[src/rtl/core/sparse_recurrent_net_tick_macros.svh]
// Assertion macros shared by the sparse recurrent network tick engine.
`ifndef SPARSE_RECURRENT_NET_TICK_MACROS_SVH
`define SPARSE_RECURRENT_NET_TICK_MACROS_SVH

// Same-cycle implication, disabled while reset is low.
`define SRNT_ASSERT_IMPLY(label, clk, rst_n, ante, cons) \
    label: assert property (@(posedge clk) disable iff (!(rst_n)) (ante) |-> (cons)) \
        else $error("sparse_recurrent_net_tick: same-cycle check failed");

// Next-cycle implication, disabled while reset is low.
`define SRNT_ASSERT_NEXT(label, clk, rst_n, ante, cons) \
    label: assert property (@(posedge clk) disable iff (!(rst_n)) (ante) |=> (cons)) \
        else $error("sparse_recurrent_net_tick: next-cycle check failed");

`endif

[src/rtl/core/srnt_pkg.sv]
// Types, codes and the logistic table of the sparse recurrent network tick engine.
package srnt_pkg;

    localparam int DEF_MAX_NEURONS     = 64;
    localparam int DEF_MAX_CONNECTIONS = 256;
    localparam int DEF_MAX_OUTPUTS     = 16;

    localparam int APB_AW = 4;
    localparam int APB_DW = 32;

    // Operation codes
    localparam logic [1:0] OP_LOAD      = 2'd0;
    localparam logic [1:0] OP_SET_INPUT = 2'd1;
    localparam logic [1:0] OP_TICK      = 2'd2;

    // Register indexes (byte address / 4)
    localparam logic [1:0] REG_INPUT_COUNT  = 2'd0;
    localparam logic [1:0] REG_OUTPUT_COUNT = 2'd1;
    localparam logic [1:0] REG_CONN_COUNT   = 2'd2;

    typedef struct packed {
        logic [1:0]         op;
        logic [7:0]         conn_index;
        logic [5:0]         src_neuron;
        logic [5:0]         dst_neuron;
        logic signed [15:0] value;
    } t_cmd;

    typedef struct packed {
        logic [3:0]  out_index;
        logic [15:0] activation;
        logic        last;
    } t_res;

    typedef struct packed {
        logic [5:0]         src_neuron;
        logic [5:0]         dst_neuron;
        logic signed [15:0] weight;
    } t_conn;

    // round(65536 * sigma(x)) at x = -8, -7.5, ..., 8
    function automatic logic [15:0] sig_point(input logic [5:0] idx);
        logic [15:0] v;
        case (idx)
            6'd0:  v = 16'd22;
            6'd1:  v = 16'd36;
            6'd2:  v = 16'd60;
            6'd3:  v = 16'd98;
            6'd4:  v = 16'd162;
            6'd5:  v = 16'd267;
            6'd6:  v = 16'd439;
            6'd7:  v = 16'd720;
            6'd8:  v = 16'd1179;
            6'd9:  v = 16'd1921;
            6'd10: v = 16'd3108;
            6'd11: v = 16'd4971;
            6'd12: v = 16'd7812;
            6'd13: v = 16'd11955;
            6'd14: v = 16'd17625;
            6'd15: v = 16'd24743;
            6'd16: v = 16'd32768;
            6'd17: v = 16'd40793;
            6'd18: v = 16'd47911;
            6'd19: v = 16'd53581;
            6'd20: v = 16'd57724;
            6'd21: v = 16'd60565;
            6'd22: v = 16'd62428;
            6'd23: v = 16'd63615;
            6'd24: v = 16'd64357;
            6'd25: v = 16'd64816;
            6'd26: v = 16'd65097;
            6'd27: v = 16'd65269;
            6'd28: v = 16'd65374;
            6'd29: v = 16'd65438;
            6'd30: v = 16'd65476;
            6'd31: v = 16'd65500;
            default: v = 16'd65514;
        endcase
        return v;
    endfunction

endpackage

[src/rtl/core/srnt_logistic.sv]
// Two-stage logistic unit: saturate and look up, then interpolate.
module srnt_logistic
    import srnt_pkg::*;
#(
    parameter int MAX_NEURONS = DEF_MAX_NEURONS,
    localparam int NAW = $clog2(MAX_NEURONS)
) (
    input  logic               i_clk,
    input  logic               i_rst_n,
    input  logic               i_vld,
    input  logic [NAW-1:0]     i_tag,
    input  logic signed [31:0] i_sum,
    output logic               o_vld,
    output logic [NAW-1:0]     o_tag,
    output logic [15:0]        o_act,
    output logic               o_pending
);

    logic [15:0]    clip;
    logic [15:0]    u;
    logic [5:0]     seg;
    logic           r_vld_a;
    logic           r_vld_b;
    logic [NAW-1:0] r_tag_a;
    logic [NAW-1:0] r_tag_b;
    logic [15:0]    r_t0;
    logic [15:0]    r_t1;
    logic [10:0]    r_f;
    logic [15:0]    r_act;
    logic [15:0]    diff;
    logic [26:0]    prod;

    // Clip to [-8, 8) in Q4.12 and rebase to unsigned
    always_comb begin
        if (i_sum > 32'sd32767) begin
            clip = 16'h7FFF;
        end else if (i_sum < -32'sd32768) begin
            clip = 16'h8000;
        end else begin
            clip = i_sum[15:0];
        end
        u   = {~clip[15], clip[14:0]};
        seg = {1'b0, u[15:11]};
    end

    always_comb begin
        diff = r_t1 - r_t0;
        prod = diff * r_f;
    end

    always_ff @(posedge i_clk) begin
        if (!i_rst_n) begin
            r_vld_a <= 1'b0;
            r_vld_b <= 1'b0;
        end else begin
            r_vld_a <= i_vld;
            r_vld_b <= r_vld_a;
        end
    end

    always_ff @(posedge i_clk) begin
        r_tag_a <= i_tag;
        r_t0    <= sig_point(seg);
        r_t1    <= sig_point(seg + 6'd1);
        r_f     <= u[10:0];
        r_tag_b <= r_tag_a;
        r_act   <= r_t0 + prod[26:11];
    end

    assign o_vld     = r_vld_b;
    assign o_tag     = r_tag_b;
    assign o_act     = r_act;
    assign o_pending = r_vld_a | r_vld_b;

endmodule

[config.mk]
export PLATFORM = sky130hd
export DESIGN_NAME = srnt_logistic
export DESIGN_NICKNAME = d
export VERILOG_FILES = /design/src/rtl/core/sparse_recurrent_net_tick_macros.svh /design/src/rtl/core/srnt_pkg.sv /design/src/rtl/core/srnt_logistic.sv
export SDC_FILE = /design/constraint.sdc
export NUM_CORES = 1
export LEC_CHECK = 0
export BUFFER_PORTS_ARGS = -buffer_cell sky130_fd_sc_hd__buf_2
export CAP_MARGIN = 10
export CELL_PAD_IN_SITES_DETAIL_PLACEMENT = 0
export CELL_PAD_IN_SITES_GLOBAL_PLACEMENT = 2
export CORE_ASPECT_RATIO = 0.6
export CORE_MARGIN = 2
export CORE_UTILIZATION = 42
export DETAILED_ROUTE_END_ITERATION = 7
export PLACE_DENSITY = 0.95
export SYNTH_ARGS = -nofsm -noshare
export SYNTH_HDL_FRONTEND = slang
export SYNTH_SLANG_ARGS = --single-unit
export TNS_END_PERCENT = 20
[constraint.sdc]
create_clock -name i_clk -period 12.8 [get_ports i_clk]
set_input_delay 0.64 -clock i_clk [delete_from_list [all_inputs] [get_ports i_clk]]
set_output_delay 0.64 -clock i_clk [all_outputs]
set_load 0.02 [all_outputs]
[Word-level counts from Yosys, hierarchy flattened]
Memories as Yosys holds them, arrays and structs flattened. A register that Yosys moved wholly into a read port is not among the register bits.
Index checks and enable logic that the tools add are counted.
W data, S select, Z words.
Storage, ports and cells
  ROM bits: 1024
  word-level logic and storage cells: 18
  flip-flop bits (word level): 41
  memories: 2
  input bits: 41
  output and inout port bits: 24
Cells by class
  add/sub/neg operators: 3
  mux-type cells: 2
  bitwise gates (word level): 2
  magnitude comparators: 2
  multiply operators: 1
Memory list
  (name not given): depth 32, bits a word 16, read ports 1, clocked after memory_dff 1, wr ports 0, line srnt_pkg.sv:44  | case (idx)
  (name not given): depth 32, bits a word 16, read ports 1, clocked after memory_dff 1, wr ports 0, line srnt_pkg.sv:44
Operators with widths (count)
  $gt A32 B16 Y1 const B: 1
  $lt A32 B16 Y1 const B: 1
  $mux W16: 2
  $mul A16 B11 Y27: 1
  $add A16 B16 Y16: 1
  $sub A16 B16 Y16: 1
  $add A5 B1 Y6 const B: 1
  $not A1 Y1: 1
  $or A1 B1 Y1: 1

[Logic depth before layout (Yosys ltp)]
  depth in word-level cells: 5
  depth in mapped cells: 39
  depth with buffers taken out: 38

[Worst setup path before layout]
No wires, ideal clock.
  path kind: register to register
  start: register r_t0[1]
  end: register r_act[14] (netlist: o_act[14])
  clock period less this slack: 8304 ps
  setup slack: 4496 ps
  buffers on the path: 1
  setup time: 79 ps
  arrival time: 8225 ps
  cell stages (with the launch flop): 37
  data required time: 12721 ps
  cell sequence: dfxtp_1 -> inv_1 -> ha_1 -> nor2b_1 -> o21ai_0 -> a21boi_0 -> o21ai_0 -> nor2b_1 -> xnor2_1 -> clkbuf_1 -> nand2_1 -> fa_1 -> inv_1 -> fa_1 -> inv_1 -> fa_1 -> inv_1 -> fa_1 -> inv_1 -> fa_1 -> inv_1 -> ha_1 -> and4_1 -> a211o_1 -> a21oi_1 -> xnor2_1 -> ha_1 -> fa_1 -> a21o_1 -> a21oi_1 -> o21bai_1 -> a21o_1 -> a21oi_1 -> o21ai_0 -> o41ai_2 -> or4b_1 -> o211ai_1
Between the ends
  cells in the longest elaborated chain, start to end: 3
RTL lines
  start: declaration: line srnt_logistic.sv:26  | logic [15:0] r_t0;
  $sub A16 B16 Y16: line srnt_logistic.sv:47  | diff = r_t1 - r_t0;
  $mul A16 B11 Y27: line srnt_logistic.sv:48  | prod = diff * r_f;
  $add A16 B16 Y16 *: line srnt_logistic.sv:67  | r_act <= r_t0 + prod[26:11];
  end signal: assignment: line srnt_logistic.sv:67
  end: declaration: line srnt_logistic.sv:29  | logic [15:0] r_act;
Every way passes the cells marked *; elsewhere a longest branch is shown, timed or not.
A chain may end at the register's enable or synchronous reset.

[Worst setup path in the final report]
Same ends and word-level chain as after synthesis.

==> metrics.csv <==
metric;value;unit
status;finished clean;
xor and xnor area share after synthesis;0.03488;
# IOs;65;
Clock Root Buffer;clkbuf_16;
Post-synth EDFFs;0;
htree depth;3;
max_cap viols;0;
Setup TNS;0;ps
Synth cell types;69;
RSZ-0062 raised after global routing;false;
Gate Count Post-Synth;1188;
Final Max Tran Viols;0;
DRT antenna net count;0;
# Post-CTS Setup Buffers;0;
CP Launch Type;register;
Final Wtd Congestion;0.9190;
final core occ;0.4680;
critical path data arrival time;9990;ps
WP data required;13070;ps
Hold Violations, Final;0;
post-synthesis compound-gate area fraction;0.1313;
final WL;26.48;mm
Syn Area/Cell;8.365;µm²
most common cell after layout, fill and taps aside;inv_1;
Post-synth ARST share;0;
Post-CTS Resized;0;
R2R setup slack;3090;ps
Hold Buf Count CTS;0;
Max-Slew Margin vs Limit;0.2826;
Post-Synth Simple-Gate Area;0.1947;
effective utilization at floorplan;0.4285;
DRC Markers;0;
hold depth;0;
number of antenna diodes;0;
CTS max path bufs;2;
Worst-Skew Late Latency;340;ps
Tightest Pin Transition;1068;ps
most frequent cells in the layout;inv_1 (173), fa_1 (126), nand2_1 (124), ha_1 (105), nor2_1 (89);
Pre-Repair DR Iteration Count;7;
FF-to-FF End;o_act[14]$_DFF_P_;
Crit Path Max Fanout;11;
fin crit period;9715;ps
Hold EP;o_tag[2]$_DFF_P_;
adder-cell area share of the yosys netlist;0.3860;
mapped cell area;9937;µm²
initial antenna violation count;0;
crit path kind;reg2reg;
predominant post-synthesis flop cell;dfxtp_1;
post-route cell area;10850;µm²
DP HPWL;21.19;mm
clock skew;16.47;ps
mux cell area share after synthesis;0.01599;
yosys warns;0;
clock buffer count from CTS;9;
global-route wire length before repair;43.39;mm
Top cell by count, worst path;inv_1;
layout cells sized above 1;0.09656;
slowest CP cell;xor2_1;
Setup-failing EPs final;0;
Max Clk Rate;102.9;MHz
row count;43;
Core Area;23190;µm²
vias in the first global route;7939;
DIE WIDTH;202.6;µm
DR iter-0 viols;741;
Critical Path Max Stage Delay;780;ps
final hold slack;327.2;ps
crit path capture type;register;
GRT Util Overall;0.2237;
number of port buffers;64;
clock sinks;73;
largest family of logic cells by synthesized area;adder cells;
via count;8149;
HP Class;reg2reg;
min-delay src;r_tag_a[2]$_DFF_P_;
Die Ht;123.1;µm
synthesis-stage register bit count;73;
DP Area;10540;µm²
global route overflow;0;
clock-pin transition on the worst setup and hold timing paths;70;ps
die area;24950;µm²
CTS tree;done;
crit share post-route;0.7590;
largest net degree at the start of global routing;36;
sequential element share of the synthesized area;0.1471;
Reg2Reg Launch Point;r_t0[1]$_DFF_P_;
Area Overhead vs Synth;9.217;%
Synth Net Count;1460;
Routed WL per cell;17.23;µm
Via density;5.302;
Worst R2R Path Depth;35;
Final nets;1489;
worst max-delay path by stage:
stage / endpoint / cells after the start / start
3_3_place_gp: o_act[14]$_DFF_P_ / 35 / r_t0[1]$_DFF_P_
2_1_floorplan: o_act[14]$_DFF_P_ / 36 / r_t0[1]$_DFF_P_
6_report: o_act[14]$_DFF_P_ / 35 / r_t0[1]$_DFF_P_
5_1_grt: o_act[14]$_DFF_P_ / 35 / r_t0[1]$_DFF_P_
3_5_place_dp: o_act[14]$_DFF_P_ / 35 / r_t0[1]$_DFF_P_
4_1_cts: o_act[14]$_DFF_P_ / 35 / r_t0[1]$_DFF_P_
worst max-delay path, delay by kind of cell, from the launching register on:
family	cells	cell delay, ps
AO/OA/AOI/OAI	15	3570
XOR/XNOR	2	1000
flip-flops	1	440
buffers and inverters	6	340
AND/OR/NAND/NOR	4	880
adder cells (fa/ha/maj)	8	3430
per-layer routing:
metal | wire length, µm | track usage | vias to the layer above
met1 | 13440 | 0.3482 | 3914
li1 | - | - | 3910
met3 | 2717 | 0.07143 | 20
met5 | 0 | 0 | -
met2 | 10070 | 0.3012 | 305
met4 | 246 | 0.03148 | 0
per-stage QoR:
stage          worst slack (ps)  std cells
2_1_floorplan              4496       1188
3_3_place_gp               3332       1520
3_5_place_dp               3162       1520
4_1_cts                    3110       1536
5_1_grt                    2482       1537
6_report                   3085       1537
synthesized netlist by cell type (5+ instances only):
master / instances / share of area
xnor2_1: 25 / 0.022
a21o_1: 9 / 0.0068
o22ai_1: 6 / 0.0038
and2_1: 70 / 0.044
ha_1: 105 / 0.13
or3_1: 5 / 0.0031
o211ai_1: 12 / 0.0091
mux2i_1: 8 / 0.0081
nand3_1: 25 / 0.013
nand2_1: 124 / 0.047
nand2b_1: 14 / 0.0088
nor2_1: 89 / 0.034
dfxtp_1: 73 / 0.15
o21ai_0: 47 / 0.024
nand4_1: 5 / 0.0031
and3_1: 12 / 0.0076
o21a_1: 6 / 0.0045
a31oi_1: 8 / 0.0050
fa_1: 126 / 0.25
a211oi_1: 5 / 0.0038
a21oi_1: 61 / 0.031
clkbuf_1: 58 / 0.022
xor2_1: 12 / 0.011
inv_1: 173 / 0.065
nor3_1: 15 / 0.0076
mux2_2: 7 / 0.0079
nor2b_1: 9 / 0.0057
nor4_1: 7 / 0.0044
and2b_1: 9 / 0.0068
cell type report:
class	instances	area, µm²
inverter	174	653.1
fill	2267	12340
multi-input combinational	878	7589
timing repair buffer	81	445.4
clock buffer	9	225.2
clock inverter	7	85.08
sequential	73	1461
tap	315	394.1
kinds of logic (layout without fill, tap and decap cells):
group                    Yosys count  count (layout)
adder cells (fa/ha/maj)          231             231
XOR/XNOR                          38              38
buffers and inverters            237             271
AND/OR/NAND/NOR                  396             396
AO/OA/AOI/OAI                    198             198
flip-flops                        73              73
multiplexers                      15              15
sequential cells by signal (all words and copies together), names as in the netlist:
name	flops
o_act	16
o_vld	1
r_t0	16
r_t1	16
r_tag_a	6
r_vld_a	1
o_tag	6
r_f	11
Power is not shown: default switching activity piles up to over one toggle a cycle in this logic, so the estimate is an artifact.
